## src/rtl/core/sas_pkg.sv

```systemverilog
// ----------------------------------------------------------------------------
// sas_pkg
// Shared widths, limits, codes and clamp functions of the sprite animation
// sequencer.
// ----------------------------------------------------------------------------
package sas_pkg;

	localparam int MAX_FRAMES    = 4096;
	localparam int MAX_CELL_SIZE = 4096;

	localparam int FRAME_W  = 12;
	localparam int TIME_W   = 16;
	localparam int TIMER_W  = 40;
	localparam int PERIOD_W = 32;
	localparam int COLS_W   = 11;
	localparam int CELL_W   = 13;
	localparam int LEFT_W   = 22;
	localparam int TOP_W    = 24;
	localparam int RIGHT_W  = 23;
	localparam int BOTTOM_W = 25;
	localparam int PROD_W   = FRAME_W + CELL_W;

	localparam int CFG_IDX_W  = 4;
	localparam int CFG_DATA_W = 32;

	localparam int COLS_MAX  = 1024;
	localparam int DIV_STEPS = FRAME_W;
	localparam int DIV_CNT_W = $clog2(DIV_STEPS + 1);

	typedef enum logic [CFG_IDX_W-1:0] {
		REG_FIRST_FRAME   = 4'd0,
		REG_LAST_FRAME    = 4'd1,
		REG_FRAME_PERIOD  = 4'd2,
		REG_SHEET_COLUMNS = 4'd3,
		REG_CELL_WIDTH    = 4'd4,
		REG_CELL_HEIGHT   = 4'd5,
		REG_LOOP_ENABLE   = 4'd6,
		REG_STEP_MODE     = 4'd7
	} reg_idx_t;

	typedef enum logic [3:0] {
		S_IDLE,
		S_ADD,
		S_CMP,
		S_ADV,
		S_DIV,
		S_DIV_WAIT,
		S_MUL_L,
		S_SUM_L,
		S_SUM_T,
		S_OUT
	} seq_state_t;

	localparam logic ACT_TICK = 1'b0;
	localparam logic ACT_SET  = 1'b1;

	function automatic logic [COLS_W-1:0] clamp_cols(input logic [COLS_W-1:0] v);
		logic [COLS_W-1:0] r;
		r = v;
		if (v == '0) begin
			r = COLS_W'(1);
		end else if (int'(v) > COLS_MAX) begin
			r = COLS_W'(COLS_MAX);
		end
		return r;
	endfunction

	function automatic logic [CELL_W-1:0] clamp_cell(input logic [CELL_W-1:0] v);
		logic [CELL_W-1:0] r;
		r = v;
		if (v == '0) begin
			r = CELL_W'(1);
		end else if (int'(v) > MAX_CELL_SIZE) begin
			r = CELL_W'(MAX_CELL_SIZE);
		end
		return r;
	endfunction

	function automatic logic [FRAME_W-1:0] clamp_frame(input logic [FRAME_W-1:0] v);
		logic [FRAME_W-1:0] r;
		r = v;
		if (int'(v) >= MAX_FRAMES) begin
			r = FRAME_W'(MAX_FRAMES - 1);
		end
		return r;
	endfunction

endpackage

```

## src/rtl/core/sas_divider.sv

```systemverilog
// ----------------------------------------------------------------------------
// sas_divider
// Restoring divider, one quotient bit per cycle: frame index by column count.
// ----------------------------------------------------------------------------
module sas_divider import sas_pkg::*; (
	input  logic               clk,
	input  logic               arst_n,
	input  logic               start,
	input  logic [FRAME_W-1:0] dividend,
	input  logic [COLS_W-1:0]  divisor,
	output logic [FRAME_W-1:0] quotient,
	output logic [COLS_W-1:0]  remainder,
	output logic               done
);

	logic                 busy_q;
	logic                 done_q;
	logic [DIV_CNT_W-1:0] cnt_q;
	logic [FRAME_W-1:0]   quo_q;
	logic [COLS_W-1:0]    rem_q;
	logic [COLS_W:0]      trial;
	logic [COLS_W:0]      diff;
	logic                 fits;

	// Shift the next dividend bit into the partial remainder and try the subtract.
	assign trial = {rem_q, quo_q[FRAME_W-1]};
	assign diff  = trial - {1'b0, divisor};
	assign fits  = (trial >= {1'b0, divisor});

	always_ff @(posedge clk or negedge arst_n) begin
		if (!arst_n) begin
			busy_q <= 1'b0;
			done_q <= 1'b0;
			cnt_q  <= '0;
		end else begin
			done_q <= 1'b0;
			if (start) begin
				busy_q <= 1'b1;
				cnt_q  <= DIV_CNT_W'(DIV_STEPS);
			end else if (busy_q) begin
				cnt_q <= cnt_q - DIV_CNT_W'(1);
				if (cnt_q == DIV_CNT_W'(1)) begin
					busy_q <= 1'b0;
					done_q <= 1'b1;
				end
			end
		end
	end

	always_ff @(posedge clk) begin
		if (start) begin
			quo_q <= dividend;
			rem_q <= '0;
		end else if (busy_q) begin
			quo_q <= {quo_q[FRAME_W-2:0], fits};
			rem_q <= fits ? diff[COLS_W-1:0] : trial[COLS_W-1:0];
		end
	end

	assign quotient  = quo_q;
	assign remainder = rem_q;
	assign done      = done_q;

endmodule

```

## src/rtl/core/sprite_animation_sequencer_core.sv

```systemverilog
// ----------------------------------------------------------------------------
// sprite_animation_sequencer_core
// Sprite sheet frame sequencer: timer, frame stepping and cell rectangle.
// ----------------------------------------------------------------------------
// A set, or a tick while last_frame is not above first_frame, goes straight to
// the divider; any other tick adds the elapsed time, compares it with the period
// and, if greater, advances the frame. Requests are taken one at a time, the time
// per request set mainly by the 12-step column divider and the shared multiplier used once for left, once for top.
// Reset: frame, timer and done clear, registers return to their reset values.
// ----------------------------------------------------------------------------
module sprite_animation_sequencer_core import sas_pkg::*; (
	input  logic                  clk,
	input  logic                  arst_n,

	input  logic                  cfg_valid,
	output logic                  cfg_ready,
	input  logic [CFG_IDX_W-1:0]  cfg_index,
	input  logic [CFG_DATA_W-1:0] cfg_data,

	input  logic                  item_valid,
	output logic                  item_stall,
	input  logic                  action,
	input  logic [TIME_W-1:0]     elapsed_time,
	input  logic [FRAME_W-1:0]    new_frame,

	output logic                  result_valid,
	input  logic                  result_stall,
	output logic [FRAME_W-1:0]    frame_index,
	output logic [LEFT_W-1:0]     rect_left,
	output logic [TOP_W-1:0]      rect_top,
	output logic [RIGHT_W-1:0]    rect_right,
	output logic [BOTTOM_W-1:0]   rect_bottom,
	output logic                  done_flag
);

	// Configuration registers.
	logic [FRAME_W-1:0]  first_q;
	logic [FRAME_W-1:0]  last_q;
	logic [PERIOD_W-1:0] period_q;
	logic [COLS_W-1:0]   cols_q;
	logic [CELL_W-1:0]   width_q;
	logic [CELL_W-1:0]   height_q;
	logic                loop_q;
	logic                mode_q;

	// Sequencer state.
	seq_state_t          state_q;
	seq_state_t          state_d;
	logic [FRAME_W-1:0]  frame_q;
	logic [TIMER_W-1:0]  timer_q;
	logic                done_q;
	logic [TIME_W-1:0]   elapsed_q;

	// Datapath.
	logic                accept;
	logic                out_free;
	logic                div_start;
	logic                div_done;
	logic [FRAME_W-1:0]  div_quo;
	logic [COLS_W-1:0]   div_rem;
	logic [FRAME_W-1:0]  mul_a;
	logic [CELL_W-1:0]   mul_b;
	logic [PROD_W-1:0]   prod_q;
	logic [LEFT_W-1:0]   left_q;
	logic [RIGHT_W-1:0]  right_q;
	logic [TOP_W-1:0]    top_q;
	logic [BOTTOM_W-1:0] bottom_q;
	logic [TIMER_W:0]    timer_sum;
	logic [TIMER_W:0]    timer_diff;
	logic                timer_over;
	logic [FRAME_W:0]    next_frame;
	logic                next_out;
	logic                load_result;
	logic                result_valid_q;

	assign cfg_ready = 1'b1;

	always_ff @(posedge clk or negedge arst_n) begin
		if (!arst_n) begin
			first_q  <= '0;
			last_q   <= '0;
			period_q <= PERIOD_W'(65536);
			cols_q   <= COLS_W'(1);
			width_q  <= CELL_W'(2);
			height_q <= CELL_W'(2);
			loop_q   <= 1'b1;
			mode_q   <= 1'b0;
		end else if (cfg_valid && cfg_ready) begin
			unique case (cfg_index)
				REG_FIRST_FRAME:   first_q  <= cfg_data[FRAME_W-1:0];
				REG_LAST_FRAME:    last_q   <= cfg_data[FRAME_W-1:0];
				REG_FRAME_PERIOD:  period_q <= cfg_data[PERIOD_W-1:0];
				REG_SHEET_COLUMNS: cols_q   <= clamp_cols(cfg_data[COLS_W-1:0]);
				REG_CELL_WIDTH:    width_q  <= clamp_cell(cfg_data[CELL_W-1:0]);
				REG_CELL_HEIGHT:   height_q <= clamp_cell(cfg_data[CELL_W-1:0]);
				REG_LOOP_ENABLE:   loop_q   <= cfg_data[0];
				REG_STEP_MODE:     mode_q   <= cfg_data[0];
				default: ;
			endcase
		end
	end

	assign accept   = item_valid && !item_stall;
	assign out_free = !result_valid_q || !result_stall;

	// Timer add saturates at the full timer width.
	assign timer_sum  = {1'b0, timer_q} + (TIMER_W + 1)'(elapsed_q);
	// The period is taken out only when the timer is strictly greater.
	assign timer_diff = {1'b0, timer_q} - (TIMER_W + 1)'(period_q);
	assign timer_over = !timer_diff[TIMER_W] && (timer_diff[TIMER_W-1:0] != '0);

	assign next_frame = {1'b0, frame_q} + (mode_q ? (FRAME_W + 1)'(cols_q) : (FRAME_W + 1)'(1));
	assign next_out   = (next_frame < {1'b0, first_q}) || (next_frame > {1'b0, last_q});

	always_comb begin
		state_d = state_q;
		unique case (state_q)
			S_IDLE: begin
				if (accept) begin
					if (action == ACT_SET || last_q <= first_q) begin
						state_d = S_DIV;
					end else begin
						state_d = S_ADD;
					end
				end
			end
			S_ADD:      state_d = S_CMP;
			S_CMP:      state_d = timer_over ? S_ADV : S_DIV;
			S_ADV:      state_d = S_DIV;
			S_DIV:      state_d = S_DIV_WAIT;
			S_DIV_WAIT: state_d = div_done ? S_MUL_L : S_DIV_WAIT;
			S_MUL_L:    state_d = S_SUM_L;
			S_SUM_L:    state_d = S_SUM_T;
			S_SUM_T:    state_d = S_OUT;
			S_OUT:      state_d = out_free ? S_IDLE : S_OUT;
			default:    state_d = S_IDLE;
		endcase
	end

	always_comb begin
		item_stall  = (state_q != S_IDLE);
		div_start   = (state_q == S_DIV);
		load_result = (state_q == S_OUT) && out_free;
		mul_a       = (state_q == S_SUM_L) ? div_quo : FRAME_W'(div_rem);
		mul_b       = (state_q == S_SUM_L) ? height_q : width_q;
	end

	always_ff @(posedge clk or negedge arst_n) begin
		if (!arst_n) begin
			state_q <= S_IDLE;
			frame_q <= '0;
			timer_q <= '0;
			done_q  <= 1'b0;
		end else begin
			state_q <= state_d;
			if (accept && action == ACT_SET) begin
				frame_q <= clamp_frame(new_frame);
				timer_q <= '0;
				done_q  <= 1'b0;
			end else if (state_q == S_ADD) begin
				timer_q <= timer_sum[TIMER_W] ? '1 : timer_sum[TIMER_W-1:0];
			end else if (state_q == S_CMP && timer_over) begin
				timer_q <= timer_diff[TIMER_W-1:0];
			end else if (state_q == S_ADV) begin
				if (!next_out) begin
					frame_q <= next_frame[FRAME_W-1:0];
				end else if (loop_q) begin
					frame_q <= first_q;
				end else begin
					frame_q <= last_q;
					done_q  <= 1'b1;
				end
			end
		end
	end

	always_ff @(posedge clk) begin
		if (accept) begin
			elapsed_q <= elapsed_time;
		end
		if (state_q == S_MUL_L || state_q == S_SUM_L) begin
			prod_q <= PROD_W'(mul_a) * PROD_W'(mul_b);
		end
		if (state_q == S_SUM_L) begin
			left_q  <= prod_q[LEFT_W-1:0];
			right_q <= RIGHT_W'(prod_q + PROD_W'(width_q));
		end
		if (state_q == S_SUM_T) begin
			top_q    <= prod_q[TOP_W-1:0];
			bottom_q <= BOTTOM_W'(prod_q + PROD_W'(height_q));
		end
	end

	sas_divider u_divider (
		.clk       (clk),
		.arst_n    (arst_n),
		.start     (div_start),
		.dividend  (frame_q),
		.divisor   (cols_q),
		.quotient  (div_quo),
		.remainder (div_rem),
		.done      (div_done)
	);

	// Result register: holds one finished request while the next is accepted.
	always_ff @(posedge clk or negedge arst_n) begin
		if (!arst_n) begin
			result_valid_q <= 1'b0;
		end else if (load_result) begin
			result_valid_q <= 1'b1;
		end else if (!result_stall) begin
			result_valid_q <= 1'b0;
		end
	end

	always_ff @(posedge clk) begin
		if (load_result) begin
			frame_index <= frame_q;
			rect_left   <= left_q;
			rect_top    <= top_q;
			rect_right  <= right_q;
			rect_bottom <= bottom_q;
			done_flag   <= done_q;
		end
	end

	assign result_valid = result_valid_q;

endmodule
```

## config.mk

```make
export PLATFORM = sky130hd
export DESIGN_NAME = sprite_animation_sequencer_core
export DESIGN_NICKNAME = d
export VERILOG_FILES = /design/src/rtl/core/sas_pkg.sv /design/src/rtl/core/sas_divider.sv /design/src/rtl/core/sprite_animation_sequencer_core.sv
export SDC_FILE = /design/constraint.sdc
export NUM_CORES = 1
export LEC_CHECK = 0
export BUFFER_PORTS_ARGS = -buffer_cell sky130_fd_sc_hd__buf_2
export CORE_MARGIN = 10
export CORE_UTILIZATION = 40
export DETAILED_ROUTE_END_ITERATION = 10
export PLACE_DENSITY_LB_ADDON = 0.15
export SYNTH_ARGS = -nofsm -noshare
export SYNTH_HDL_FRONTEND = slang
export SYNTH_HIERARCHICAL = 1
export SYNTH_SLANG_ARGS = --single-unit
```

## constraint.sdc

```tcl
create_clock -name clk -period 19.7 [get_ports clk]
set_input_delay 0.985 -clock clk [delete_from_list [all_inputs] [get_ports clk]]
set_output_delay 0.985 -clock clk [all_outputs]
set_load 0.01 [all_outputs]
```

## Word level (Yosys, flattened, before mapping)

Index checks and enable logic that the tools add are counted.

- Add/subtract/negate cells: 7
- Multiply operators: 1
- Magnitude comparators: 6
- Eq/ne operators: 22
- Mux-type cells: 42
- Reduce and logical (&&, ||, !) cells: 33

Operators with widths:

| kind | count |
|---|---|
| $mux 40 | 4 |
| $mux 12 | 9 |
| $mux 11 | 4 |
| $add 40x16->41 | 1 |
| $sub 40x32->41 | 1 |
| $pmux 4 s10 | 1 |
| $reduce_bool 40->1 | 1 |
| $mux 13 | 3 |
| $eq 4x3->1 const B | 8 |
| $add 25x13->25 | 1 |
| $mul 12x13->25 | 1 |
| $add 23x13->23 | 1 |
| $eq 4x2->1 const B | 4 |
| $mux 4 | 4 |
| $reduce_and 2->1 | 8 |
| $mux 1 | 14 |
| $add 12x11->13 | 1 |
| $gt 13x12->1 | 1 |
| $gt 13x13->1 const B | 1 |
| $logic_not 13->1 | 1 |
| $lt 13x12->1 | 1 |
| $eq 4x1->1 const B | 3 |
| $ge 12x11->1 | 1 |
| $le 12x12->1 | 1 |
| other kinds (18) | 36 |

- Register bits: 424
- Bits of input ports: 70
- Logic and storage cells: 141

## Longest topological paths before layout

Gate-level depths: netlist of run 1.

- Depth after elaboration: 9
- Depth in mapped cells: 32

## Hierarchy

Netlist of run 1, hierarchy kept.

Modules (own cells, without submodules):

| module | times used | cells each | area an instance (um^2) | sequential area each (um^2) |
|---|---|---|---|---|
| sprite_animation_sequencer_core | 1 | 2,474 | 25,659.6 | 11,101.9 |
| sas_divider | 1 | 190 | 1,885.6 | 730.7 |

## Worst setup path before layout of run 1

Ideal clock, no wire load.

- Path type: register to register
- Start: reg state_q[2]
- End: reg prod_q[24], data pin
- Arrival: 7.537 ns
- Setup slack: 11.903 ns
- Cell stages (with the launch flop): 27
- Clock period less this slack: 7.797 ns
- Cell sequence: dfrtp_1 clkbuf_1 nor2b_1 nand3_1 clkinv_1 clkbuf_1 nand2_1 nand2_1 nand2_1 fa_1 fa_1 inv_1 fa_1 fa_1 inv_1 fa_1 inv_1 ha_1 nand3_1 a211oi_1 nor2_1 a211o_1 o21ai_0 or4_1 a31o_2 a21oi_1 xnor2_1

- Word-level cells in the longest chain between the ends: 3
- Elaborated cells on any way between the ends: 4

Ends and longest elaborated chain:

| item | line | RTL |
|---|---|---|
| start, declared | sprite_animation_sequencer_core.sv:47 | `seq_state_t state_q;` |
| start signal, assigned | sprite_animation_sequencer_core.sv:155 | `state_q <= state_d;` |
| $eq 4x3->1 (*) | sprite_animation_sequencer_core.sv:144, sprite_animation_sequencer_core.sv:145 |  |
| $mux 12 / $mux 13 (equally long branches) | sprite_animation_sequencer_core.sv:144, sprite_animation_sequencer_core.sv:145 |  |
| $mul 12x13->25 (*) | sprite_animation_sequencer_core.sv:182 | `prod_q <= PROD_W'(mul_a) * PROD_W'(mul_b);` |
| end signal, assigned | sprite_animation_sequencer_core.sv:182 |  |
| end, declared | sprite_animation_sequencer_core.sv:63 | `logic [PROD_W-1:0] prod_q;` |

Every way passes the cells marked *; elsewhere a longest branch is shown, timed or not.
A chain may end at the register's enable or synchronous reset.

## Worst setup path after layout of run 1

Same ends and word-level chain as after synthesis.

==> qor.csv, run 1 <==
stage,metric,value,unit
run_status,outcome,completed,
critical_path,R2R Setup Slk,11580,ps
synth,Yosys top cell by area,sky130_fd_sc_hd__edfxtp_1,
placement,half-perimeter wire length of the detailed placement result,59100,um
routing,first-iteration detailed-routing DRC count,1588,
min_path,worst min-delay path category,input port to asynchronous set/reset pin,
synth,post-synthesis instance area,0.0275,mm^2
synth,Synth Instances,2664,
routing,post-DR wirelength/cell,20.7,um
power,cell area power density,167,mW/mm^2
global_route,global routing usage summed across all routing layers,19.6,%
routing,final antenna-violating net count,0,
finish,utilization after layout,45.2,%
finish,"commonest non-fill, non-tap cells in the layout","sky130_fd_sc_hd__nand2_1, sky130_fd_sc_hd__inv_1, sky130_fd_sc_hd__edfxtp_1, sky130_fd_sc_hd__ha_1, sky130_fd_sc_hd__buf_2",
placement,minimum setup slack after placement,11730,ps
finish,layout cells sized above 1,13.5,%
clocking,CTS Buf Count,48,
critical_path,length in cells of the worst reg-to-reg path,26,
placement,buffers added on ports,178,
timing,relative slew slack,18.0,%
synth,most used flip-flop cell after synthesis,sky130_fd_sc_hd__edfxtp_1,
clocking,clock slew at the register clock pins of the worst setup and hold paths,60,ps
synth,register area share after synthesis,43.0,%
die,overall die width,282,um
timing,RSZ-0062 raised after global routing,no,
timing,final number of hold-violating endpoints,0,
clocking,clock root buffer,sky130_fd_sc_hd__clkbuf_16,
critical_path,maximum net fanout on the critical path,65,
timing,Worst-Margin Slew,1230,ps
die,number of top-level pins,180,
critical_path,kind of critical path,flop to flop,
synth,number of distinct library cells after synthesis,94,
global_route,remaining global-route overflow,0,
global_route,maximum number of pins on one net before global-route repair,76,
power,leakage component of the power,13.4,nW
placement,Routability Congestion,0.922,
global_route,number of global-route vias before repair,21000,
critical_path,"Req. time, crit path",20050,ps
timing,Worst Skew,23.8,ps
synth,asr flop ratio synth,37.5,%
synth,number of synthesized flops with an enable pin,254,
clocking,clock tree from TritonCTS,done,
critical_path,launch instance of the worst register-to-register path,state_q[2],
finish,"most common cell after layout, fill and taps aside",sky130_fd_sc_hd__nand2_1,
routing,total via count in the routed design,20300,
clocking,CTS resizes,0,
timing,max-slew violation count,0,
critical_path,Most Frequent Cell on Critical Path,sky130_fd_sc_hd__fa_1,
clocking,CTS sink cnt,424,
routing,WL final,77400,um
die,effective utilization at floorplan,40.2,%
global_route,wire length of the first global-routing pass,122000,um
critical_path,sort of element at the start of the critical path,flop,
critical_path,Crit path arrival time,8480,ps
clocking,"buffers from clock root to sink, at most",3,
routing,via density per instance,5.43,
synth,leading cell types by total area after synthesis,"sky130_fd_sc_hd__edfxtp_1, sky130_fd_sc_hd__dfrtp_1, sky130_fd_sc_hd__ha_1, sky130_fd_sc_hd__fa_1, sky130_fd_sc_hd__nand2_1",
global_route,number of antenna violations at the first check in global routing,0,
die,placeable core region,0.0685,mm^2
synth,post-synthesis average cell area,10.3,um^2
timing,setup violators final,0,
clocking,buffers inserted by post-CTS timing repair,0,
timing,min setup slack post-route,11580,ps
power,worst vdd ir,0.0953,mV
synth,warning count from the yosys run,6,
critical_path,endpoint of the worst-slack reg-to-reg timing path,prod_q[24],
finish,number of diodes added for antenna fixing,0,
routing,Pre-Repair DR Iteration Count,6,
synth,Syn Nets,3046,
finish,nets@finish,3201,
die,area of the die,0.0798,mm^2
routing,post-detailed-route DRC marker count,0,
flow_run,max_cap viols,0,
synth,share of the synthesized area in the top cell type,27.7,%
die,total number of placement rows,96,
timing,final worst path period need,8120,ps
clocking,clock latency at the later pin of the worst-skew pair,620,ps
timing,timing-limited maximum frequency,0.123,GHz
finish,Area Growth Syn to Fin,12.3,%
die,Die Span Y,282,um
timing,portion of the clock cycle consumed by the worst path in the final layout,41.2,%
clocking,hold buffers post-CTS,0,
critical_path,slowest cell on the critical path,sky130_fd_sc_hd__buf_4,
critical_path,Crit. End Element,flop,
timing,final setup TNS,0,ps
synth,number of storage elements in the synthesis netlist,424,
critical_path,crit-path max cell delay,770,ps
clocking,H-tree lvl count,2,
-- state kept, by name, summed over array words and instances (netlist names), 23 cells and up --
register	cells
timer_q	40
period_q	32
bottom_q	25
prod_q	25
rect_bottom	25
rect_top	24
top_q	24
rect_right	23
right_q	23
-- cells in the mapped netlist (29+ instances only) --
library cell	count
sky130_fd_sc_hd__a21o_1	47
sky130_fd_sc_hd__o21ai_0	135
sky130_fd_sc_hd__fa_1	116
sky130_fd_sc_hd__a21oi_1	150
sky130_fd_sc_hd__mux2_2	78
sky130_fd_sc_hd__and2_1	43
sky130_fd_sc_hd__inv_1	268
sky130_fd_sc_hd__ha_1	196
sky130_fd_sc_hd__nand3_1	39
sky130_fd_sc_hd__nor3_1	37
sky130_fd_sc_hd__and3_1	30
sky130_fd_sc_hd__nor2b_1	29
sky130_fd_sc_hd__clkbuf_1	69
sky130_fd_sc_hd__mux2i_1	40
sky130_fd_sc_hd__xor2_1	41
sky130_fd_sc_hd__dfrtp_1	154
sky130_fd_sc_hd__xnor2_1	77
sky130_fd_sc_hd__nand2_1	333
sky130_fd_sc_hd__nor2_1	164
sky130_fd_sc_hd__edfxtp_1	254
-- power by group --
part | leakage, nW | internal, mW | switching [mW] | total [mW]
combinational | 8.25 | 1.12 | 1.64 | 2.75
sequential | 4.36 | 1.23 | 0.241 | 1.47
clock | 0.779 | 0.533 | 0.391 | 0.923
total | 13.4 | 2.88 | 2.27 | 5.15
-- worst max-delay path: cells and delay by family, from the launching register on --
family | cells | cell delay (ps)
adder cells (fa/ha/maj) | 6 | 2920
buffers and inverters | 6 | 1500
AND/OR/NAND/NOR | 8 | 1800
flip-flops | 1 | 540
AO/OA/AOI/OAI | 5 | 840
XOR/XNOR | 1 | 80
-- routing by layer --
layer / global-route usage [%] / routed length [um]
met3: 3.17 / 4170
met4: 5.63 / 2060
met1: 26.9 / 35700
met2: 31.4 / 35500
met5: 0 / 0
-- kinds of logic (layout without fill, tap and decap cells) --
group,Yosys count,after routing,share of synthesized area [%]
buffers and inverters,359,552,5.09
AOI/OAI and AO/OA,536,536,12.6
muxes,119,119,4.70
adders and majority gates,313,313,17.4
and+or+nand+nor,794,794,13.5
xor gates and xnor gates,118,118,3.75
other,1,1,0.0136
DFF,424,424,43.0
-- worst max-delay path by stage --
stage                    start  slack, ps  depth (start not counted)          to
floorplan           state_q[2]      11900                         26  prod_q[24]
global placement    state_q[2]      11920                         26  prod_q[24]
detailed placement  state_q[2]      11730                         26  prod_q[24]
CTS                 state_q[2]      11700                         26  prod_q[24]
global route        state_q[2]      11030                         27  prod_q[24]
finish              state_q[2]      11580                         26  prod_q[24]
-- final cells by class --
| cell class | count | area, um^2 |
|---|---|---|
| multi-input cells | 1881 | 14300 |
| clock inverters | 31 | 374 |
| repair buffers | 195 | 1020 |
| well taps | 882 | 1100 |
| fillers | 6495 | 37500 |
| clock buffers | 57 | 1230 |
| flip-flops and latches | 424 | 11800 |
| inverters | 269 | 1010 |
-- per-stage QoR --
step / instance area, um^2 / cells / hold WS, ps / power [mW]
after global routing: 30900 / 3739 / 327 / 5.61
final: 30900 / 3739 / 320 / 5.15
after CTS: 30900 / 3739 / 309 / 5.19
after global placement: 29300 / 3651 / 402 / 4.19
after floorplan: 27500 / 2664 / 400 / 3.48
after detailed placement: 29300 / 3651 / 405 / 4.22
Note: power is estimated with default switching activity, not from simulation.
==> inputs of run 2 (changes only) <==
--- a/config.mk
+++ b/config.mk
@@ -5,6 +5,7 @@
 export SDC_FILE = /design/constraint.sdc
 export NUM_CORES = 1
 export LEC_CHECK = 0
+export ABC_AREA = 1
 export BUFFER_PORTS_ARGS = -buffer_cell sky130_fd_sc_hd__buf_2
 export CORE_MARGIN = 10
 export CORE_UTILIZATION = 40
==> constraint.sdc (replaced) <==
create_clock -name clk -period 6.76 [get_ports clk]
set_input_delay 0.338 -clock clk [delete_from_list [all_inputs] [get_ports clk]]
set_output_delay 0.338 -clock clk [all_outputs]
set_load 0.01 [all_outputs]
==> run 2 against run 1 <==
Worst setup slack worse by 11000 ps. Utilization is 0.96 points higher. Worst hold slack worse by 270 ps. Combinational power grew to 3.0 times the previous value. Clock-buffer cell count is 6 higher. Critical path depth is 4 higher. Wire length is 17% higher.
==> qor.csv, run 2 <==
stage,metric,value,unit,change
run_status,outcome,completed,,
min_path,end point of the worst hold path,frame_q[8],,
timing,Worst-Margin Slew,1070,ps,-164 ps
synth,post-synthesis instance area,0.0290,mm^2,+5.3%
die,number of top-level pins,180,,unchanged
critical_path,length in cells of the worst reg-to-reg path,30,,+15%
finish,Largest regs,"timer_q (40), period_q (32)",,
clocking,clock slew at the register clock pins of the worst setup and hold paths,60,ps,about the same
synth,Synth Instances,3532,,+33%
global_route,maximum number of pins on one net before global-route repair,81,,+6.6%
clocking,clock latency at the later pin of the worst-skew pair,610,ps,about the same
timing,portion of the clock cycle consumed by the worst path in the final layout,92.6,%,+51 points
synth,most used flip-flop cell after synthesis,sky130_fd_sc_hd__edfxtp_1,,
clocking,CTS Buf Count,49,,+2.1%
finish,utilization after layout,46.1,%,+0.96 points
critical_path,kind of critical path,flop to flop,,
timing,relative slew slack,28.9,%,+11 points
finish,max reg flops,40,,unchanged
timing,final setup TNS,0,ps,unchanged
global_route,global routing usage summed across all routing layers,21.7,%,+2.1 points
synth,post-synthesis average cell area,8.22,um^2,-21%
power,leakage component of the power,16.1,nW,+21%
critical_path,"Req. time, crit path",7110,ps,-12940 ps
global_route,wire length of the first global-routing pass,140000,um,+15%
die,placeable core region,0.0717,mm^2,+4.8%
timing,Worst Skew,24.7,ps,+0.934 ps
critical_path,launch instance of the worst register-to-register path,state_q[3],,
timing,final-layout worst hold slack,48.2,ps,-272 ps
timing,RSZ-0062 raised after global routing,no,,
routing,post-DR wirelength/cell,19.0,um,-8.0%
synth,number of distinct library cells after synthesis,55,,-41%
critical_path,sort of element at the start of the critical path,flop,,
power,worst vdd ir,0.287,mV,+200%
clocking,clock root buffer,sky130_fd_sc_hd__clkbuf_16,,
clocking,CTS sink cnt,424,,unchanged
power,cell area power density,455,mW/mm^2,+170%
global_route,layer with the highest usage,met2,,
die,overall die width,289,um,+2.5%
die,area of the die,0.0837,mm^2,+5.0%
finish,Reg with most FFs,timer_q,,
routing,via density per instance,4.97,,-8.4%
critical_path,crit-path max cell delay,560,ps,-210 ps
timing,final worst path period need,6260,ps,-1860 ps
critical_path,Crit. End Element,flop,,
finish,nets@finish,4156,,+30%
timing,setup violators final,0,,unchanged
critical_path,slowest cell on the critical path,sky130_fd_sc_hd__fa_1,,
placement,buffers added on ports,178,,unchanged
critical_path,Most Frequent Cell on Critical Path,sky130_fd_sc_hd__inv_1,,
routing,WL final,90700,um,+17%
global_route,global-route met2 utilization,34.8,%,+3.4 points
synth,share of the synthesized area in the top cell type,26.3,%,-1.4 points
routing,final antenna-violating net count,0,,unchanged
placement,number of placed cells counting well taps,4637,,+27%
synth,most common library cells after synthesis,"sky130_fd_sc_hd__nand2_1, sky130_fd_sc_hd__inv_1, sky130_fd_sc_hd__nor2_1",,
die,effective utilization at floorplan,40.5,%,+0.22 points
synth,Yosys top cell by area,sky130_fd_sc_hd__edfxtp_1,,
global_route,M3 GR Usage,3.09,%,-0.080 points
synth,asr flop ratio synth,37.5,%,unchanged
routing,first-iteration detailed-routing DRC count,2021,,+27%
placement,half-perimeter wire length of the detailed placement result,70600,um,+20%
global_route,met1 track demand over resource in global routing,31.0,%,+4.1 points
timing,final number of hold-violating endpoints,0,,unchanged
die,total number of placement rows,98,,+2.1%
finish,"most common cell after layout, fill and taps aside",sky130_fd_sc_hd__nand2_1,,
critical_path,endpoint of the worst-slack reg-to-reg timing path,prod_q[24],,
finish,Non-Filler Instances,4763,,+27%
routing,post-detailed-route DRC marker count,0,,unchanged
timing,min setup slack post-route,500,ps,-11080 ps
finish,layout cells sized above 1,9.42,%,-4.1 points
synth,register area share after synthesis,40.8,%,-2.2 points
global_route,number of global-route vias before repair,23300,,+11%
synth,library cell with the highest instance count after synthesis,sky130_fd_sc_hd__nand2_1,,
synth,warning count from the yosys run,6,,unchanged
clocking,"buffers from clock root to sink, at most",3,,unchanged
synth,number of storage elements in the synthesis netlist,424,,unchanged
min_path,source of the worst hold timing path,new_frame[8],,
min_path,worst min-delay path category,input port to flop,,
placement,Routability Congestion,0.958,,+3.9%
synth,Syn Nets,3914,,+28%
global_route,number of antenna violations at the first check in global routing,0,,unchanged
finish,Area Growth Syn to Fin,14.0,%,
timing,max-slew violation count,0,,unchanged
critical_path,R2R Setup Slk,500,ps,-11080 ps
placement,Placement Cell Area,0.0312,mm^2,+6.3%
finish,Post-Layout Inst Area,0.0331,mm^2,+7.0%
routing,Pre-Repair DR Iteration Count,6,,unchanged
routing,total via count in the routed design,23700,,+17%
clocking,buffers inserted by post-CTS timing repair,0,,unchanged
synth,leading cell types by total area after synthesis,"sky130_fd_sc_hd__edfxtp_1, sky130_fd_sc_hd__dfrtp_1, sky130_fd_sc_hd__nand2_1, sky130_fd_sc_hd__ha_1, sky130_fd_sc_hd__fa_1",,
global_route,remaining global-route overflow,0,,unchanged
critical_path,Crit path arrival time,6610,ps,-1870 ps
timing,timing-limited maximum frequency,0.160,GHz,+30%
finish,FILL cells,7263,,+12%
placement,minimum setup slack after placement,7.51,ps,-11720 ps
synth,number of synthesized flops with an enable pin,254,,unchanged
clocking,H-tree lvl count,2,,unchanged
die,Die Span Y,289,um,+2.5%
critical_path,maximum net fanout on the critical path,20,,-69%
power,overall power,15.1,mW,+190%
flow_run,max_cap viols,0,,unchanged
finish,"commonest non-fill, non-tap cells in the layout","sky130_fd_sc_hd__nand2_1, sky130_fd_sc_hd__inv_1, sky130_fd_sc_hd__nor2_1, sky130_fd_sc_hd__edfxtp_1, sky130_fd_sc_hd__ha_1",,
clocking,clock tree from TritonCTS,done,,
min_path,Cells on Worst Hold Path,5,,
run 2: cell types whose count changed after synthesis, moves of 39 or more:
| cell | previous run | this run |
|---|---|---|
| sky130_fd_sc_hd__nor2_1 | 164 | 258 |
| sky130_fd_sc_hd__inv_1 | 268 | 605 |
| sky130_fd_sc_hd__o21ai_0 | 135 | 182 |
| sky130_fd_sc_hd__nand2_1 | 333 | 1007 |
| sky130_fd_sc_hd__mux2_2 | 78 | 0 |
| sky130_fd_sc_hd__mux2i_1 | 40 | 0 |
| sky130_fd_sc_hd__a21o_1 | 47 | 8 |
| sky130_fd_sc_hd__and2_1 | 43 | 2 |
| sky130_fd_sc_hd__nand3_1 | 39 | 172 |
run 2: critical path: cells and delay by family, from the launching register on:
kind	cells	cell delay, ps
adders and majority gates	6	2970
and+or+nand+nor	8	700
AOI/OAI and AO/OA	7	1000
buffers and inverters	9	930
DFF	1	400
run 2: how the worst max path moves through the flow:
| stage | from | to | slack (ps) | cells past startpoint |
|---|---|---|---|---|
| floorplan | state_q[3] | prod_q[24] | 2 | 26 |
| global placement | state_q[3] | prod_q[24] | 150 | 30 |
| detailed placement | state_q[3] | prod_q[24] | 8 | 30 |
| CTS | state_q[3] | prod_q[24] | 250 | 30 |
| global route | state_q[3] | prod_q[24] | 20 | 29 |
| finish | state_q[3] | prod_q[24] | 500 | 30 |
run 2: area by class of cell:
class	count	area [um^2]	share of cell area (%)
Multi-Input combinational cell	2428	14600	44.1
Timing Repair Buffer	258	1600	4.84
Tap cell	950	1190	3.59
Clock buffer	63	1330	4.02
Inverter	613	2300	6.96
Sequential cell	424	11800	35.8
Antenna cell	1	2.50	0.00756
Clock inverter	26	231	0.700
run 2: power breakdown:
| part | total (mW) | internal (mW) | switching [mW] |
|---|---|---|---|
| logic | 8.23 | 2.84 | 5.39 |
| registers | 4.23 | 3.57 | 0.665 |
| clock network | 2.59 | 1.47 | 1.12 |
| total | 15.1 | 7.88 | 7.18 |
run 2: kinds of logic after synthesis:
family,synth area share (%)
simple gates,22.5
other cells,0.0129
flops,40.8
compound gates,7.88
fa+ha+maj,16.5
buf+inv,9.10
xor+xnor,3.29
run 2: repair_timing:
action                                  in CTS  in global routing
endpoints found under the setup margin       1                  3
hold buffers                                36                  0
endpoints found under the hold margin      111                  0
pin swaps                                    0                  0
gates resized for setup                      1                  6
run 2: per-layer routing:
layer / up-vias / wire [um]
met3: 71 / 5730
met4: 0 / 1410
met2: 659 / 41100
li1: 11800 / -
met5: - / 0
met1: 11200 / 42500
==> inputs of run 3 (changes only) <==
--- a/config.mk
+++ b/config.mk
@@ -5,7 +5,7 @@
 export SDC_FILE = /design/constraint.sdc
 export NUM_CORES = 1
 export LEC_CHECK = 0
-export ABC_AREA = 1
+export ABC_AREA = 0
 export BUFFER_PORTS_ARGS = -buffer_cell sky130_fd_sc_hd__buf_2
 export CORE_MARGIN = 10
 export CORE_UTILIZATION = 40
==> run 3 against run 2 <==
Cell count decreased by 20%. Total power increased by 1.3%. Clock power increased by 6%. Via count decreased by 13%. Sequential share of layout area increased by 1.4 points. Highest routed layer unchanged. Critical endpoint unchanged.
==> qor.csv, run 3 (same netlist as run 1, synthesis figures left out) <==
stage,metric,value,unit,change
timing,final number of hold-violating endpoints,0,,unchanged
power,leakage component of the power,13.8,nW,-14%
die,overall die width,282,um,-2.4%
global_route,number of antenna violations at the first check in global routing,0,,unchanged
timing,max-slew violation count,0,,unchanged
run_status,outcome,completed,,
critical_path,kind of critical path,flop to flop,,
die,Die Span Y,282,um,-2.4%
clocking,CTS Buf Count,49,,unchanged
timing,timing-limited maximum frequency,0.156,GHz,-2.2%
routing,WL final,77600,um,-14%
routing,via density per instance,5.39,,+8.5%
critical_path,Crit. End Element,flop,,
finish,Reg with most FFs,timer_q,,
clocking,clock latency at the later pin of the worst-skew pair,630,ps,+20 ps
placement,minimum setup slack after placement,96.8,ps,+89.3 ps
placement,buffers added on ports,178,,unchanged
critical_path,maximum net fanout on the critical path,14,,-30%
die,number of top-level pins,180,,unchanged
routing,first-iteration detailed-routing DRC count,1538,,-24%
die,area of the die,0.0798,mm^2,-4.7%
finish,Largest regs,"timer_q (40), period_q (32)",,
min_path,worst min-delay path category,input port to flop,,
routing,total via count in the routed design,20700,,-13%
clocking,H-tree lvl count,2,,unchanged
clocking,CTS sink cnt,424,,unchanged
power,worst vdd ir,0.315,mV,+9.7%
finish,Post-Layout Inst Area,0.0318,mm^2,-3.8%
timing,final worst path period need,6400,ps,+143 ps
timing,final setup TNS,0,ps,unchanged
finish,layout cells sized above 1,14.8,%,+5.3 points
routing,final antenna-violating net count,0,,unchanged
finish,Area Growth Syn to Fin,15.5,%,
placement,Routability Congestion,0.894,,-6.6%
finish,FILL cells,6409,,-12%
timing,Worst Skew,27.3,ps,+2.58 ps
clocking,"buffers from clock root to sink, at most",3,,unchanged
global_route,maximum number of pins on one net before global-route repair,65,,-20%
timing,portion of the clock cycle consumed by the worst path in the final layout,94.7,%,+2.1 points
placement,half-perimeter wire length of the detailed placement result,59200,um,-16%
clocking,clock slew at the register clock pins of the worst setup and hold paths,60,ps,about the same
timing,min setup slack post-route,357,ps,-143 ps
routing,Pre-Repair DR Iteration Count,7,,+1
global_route,number of global-route vias before repair,20900,,-10%
global_route,wire length of the first global-routing pass,121000,um,-14%
timing,setup violators final,0,,unchanged
critical_path,R2R Setup Slk,360,ps,-140 ps
global_route,remaining global-route overflow,0,,unchanged
clocking,clock root buffer,sky130_fd_sc_hd__clkbuf_16,,
flow_run,max_cap viols,0,,unchanged
routing,post-DR wirelength/cell,20.3,um,+6.4%
timing,Worst-Margin Slew,1240,ps,+174 ps
critical_path,Crit path arrival time,6750,ps,+140 ps
die,placeable core region,0.0685,mm^2,-4.6%
critical_path,"Req. time, crit path",7110,ps,about the same
die,total number of placement rows,96,,-2.0%
clocking,buffers inserted by post-CTS timing repair,0,,unchanged
clocking,clock tree from TritonCTS,done,,
finish,"commonest non-fill, non-tap cells in the layout","sky130_fd_sc_hd__nand2_1, sky130_fd_sc_hd__inv_1, sky130_fd_sc_hd__edfxtp_1, sky130_fd_sc_hd__ha_1, sky130_fd_sc_hd__buf_2",,
critical_path,sort of element at the start of the critical path,flop,,
finish,max reg flops,40,,unchanged
global_route,global routing usage summed across all routing layers,19.3,%,-2.4 points
power,cell area power density,479,mW/mm^2,+5.3%
timing,relative slew slack,17.4,%,-12 points
timing,RSZ-0062 raised after global routing,no,,
finish,nets@finish,3289,,-21%
die,effective utilization at floorplan,40.2,%,-0.22 points
power,overall power,15.3,mW,+1.3%
finish,"most common cell after layout, fill and taps aside",sky130_fd_sc_hd__nand2_1,,
routing,post-detailed-route DRC marker count,0,,unchanged
placement,Placement Cell Area,0.0296,mm^2,-5.0%
## run 3: cell count changes in the layout (fill, tap and decap cells not counted), sizes merged, moves of 39 or more
cell	before	now
nand2	1024	333
and2	3	45
inv	612	270
mux2i	0	40
o21ai	199	149
a21o	8	47
nor2	264	165
nand3	180	40
mux2	0	79
## run 3: final timing paths
path	start	endpoint	cells past startpoint
worst max-delay path	state_q[3]	prod_q[24]	23
worst min-delay path	result_stall	result_valid	3
worst max register to register	state_q[3]	prod_q[24]	23
worst min register to register	left_q[14]	rect_left[14]	0
max in group asynchronous	arst_n	height_q[11]	3
min in group asynchronous	arst_n	period_q[24]	2
## run 3: repair_timing
item,CTS,global route
resized for setup,0,16
hold buffers,48,0
endpoints found under the setup margin,0,6
hold endpoints to repair,109,0
## run 3: routing by layer
layer / up-vias / GRT usage (%) / wire (um)
li1: 9835 / - / -
met1: 10200 / 26.5 / 35500
met2: 513 / 31.4 / 36000
met3: 107 / 2.82 / 4070
met4: 0 / 5.44 / 1980
met5: - / 0 / 0
## run 3: cell type report
class | instances | area [um^2] | area share (%)
inverter | 269 | 1020 | 3.20
sequential | 424 | 11800 | 37.2
clock buffer | 60 | 1300 | 4.08
clock inverter | 32 | 375 | 1.18
tap | 882 | 1100 | 3.47
antenna | 1 | 2.50 | 0.00786
multi-input combinational | 1881 | 14400 | 45.2
timing repair buffer | 281 | 1820 | 5.72
timing repair inverter | 1 | 6.26 | 0.0197
## run 3: report_power, final
part           leakage, nW  internal (mW)  total [mW]  switching (mW)
clock                0.789           1.58        2.74            1.16
sequential            4.36           3.58        4.24           0.652
combinational         8.67           3.40        8.28            4.88
total                 13.8           8.56        15.3            6.69
## run 3: stage by stage
| stage | hold WS, ps | std cells | utilization, % |
|---|---|---|---|
| finish | 35.2 | 3831 | 46.5 |
| global route | 55.3 | 3830 | 46.5 |
| CTS | 20.1 | 3828 | 46.4 |
| detailed placement | 372 | 3688 | 43.2 |
| global placement | 375 | 3688 | 43.2 |
| floorplan | 42.4 | 2664 | - |
## run 3: worst max-delay path, stage by stage, from the launching register on
cell	delay, ps
sky130_fd_sc_hd__dfrtp_1	400
sky130_fd_sc_hd__nor2b_4	150
sky130_fd_sc_hd__nand3_4	180
sky130_fd_sc_hd__inv_8	140
sky130_fd_sc_hd__buf_4	210
sky130_fd_sc_hd__mux2i_1	380
sky130_fd_sc_hd__nor2_1	100
sky130_fd_sc_hd__fa_1	520
sky130_fd_sc_hd__fa_1	440
sky130_fd_sc_hd__fa_1	540
sky130_fd_sc_hd__fa_1	550
sky130_fd_sc_hd__inv_1	60
sky130_fd_sc_hd__fa_1	520
sky130_fd_sc_hd__inv_1	40
sky130_fd_sc_hd__ha_1	350
sky130_fd_sc_hd__nand3_1	110
sky130_fd_sc_hd__a211oi_1	60
sky130_fd_sc_hd__nor2_1	140
sky130_fd_sc_hd__a211o_1	180
sky130_fd_sc_hd__o21ai_0	120
sky130_fd_sc_hd__or4_1	430
sky130_fd_sc_hd__a31o_2	250
sky130_fd_sc_hd__a21oi_1	170
sky130_fd_sc_hd__xnor2_1	80
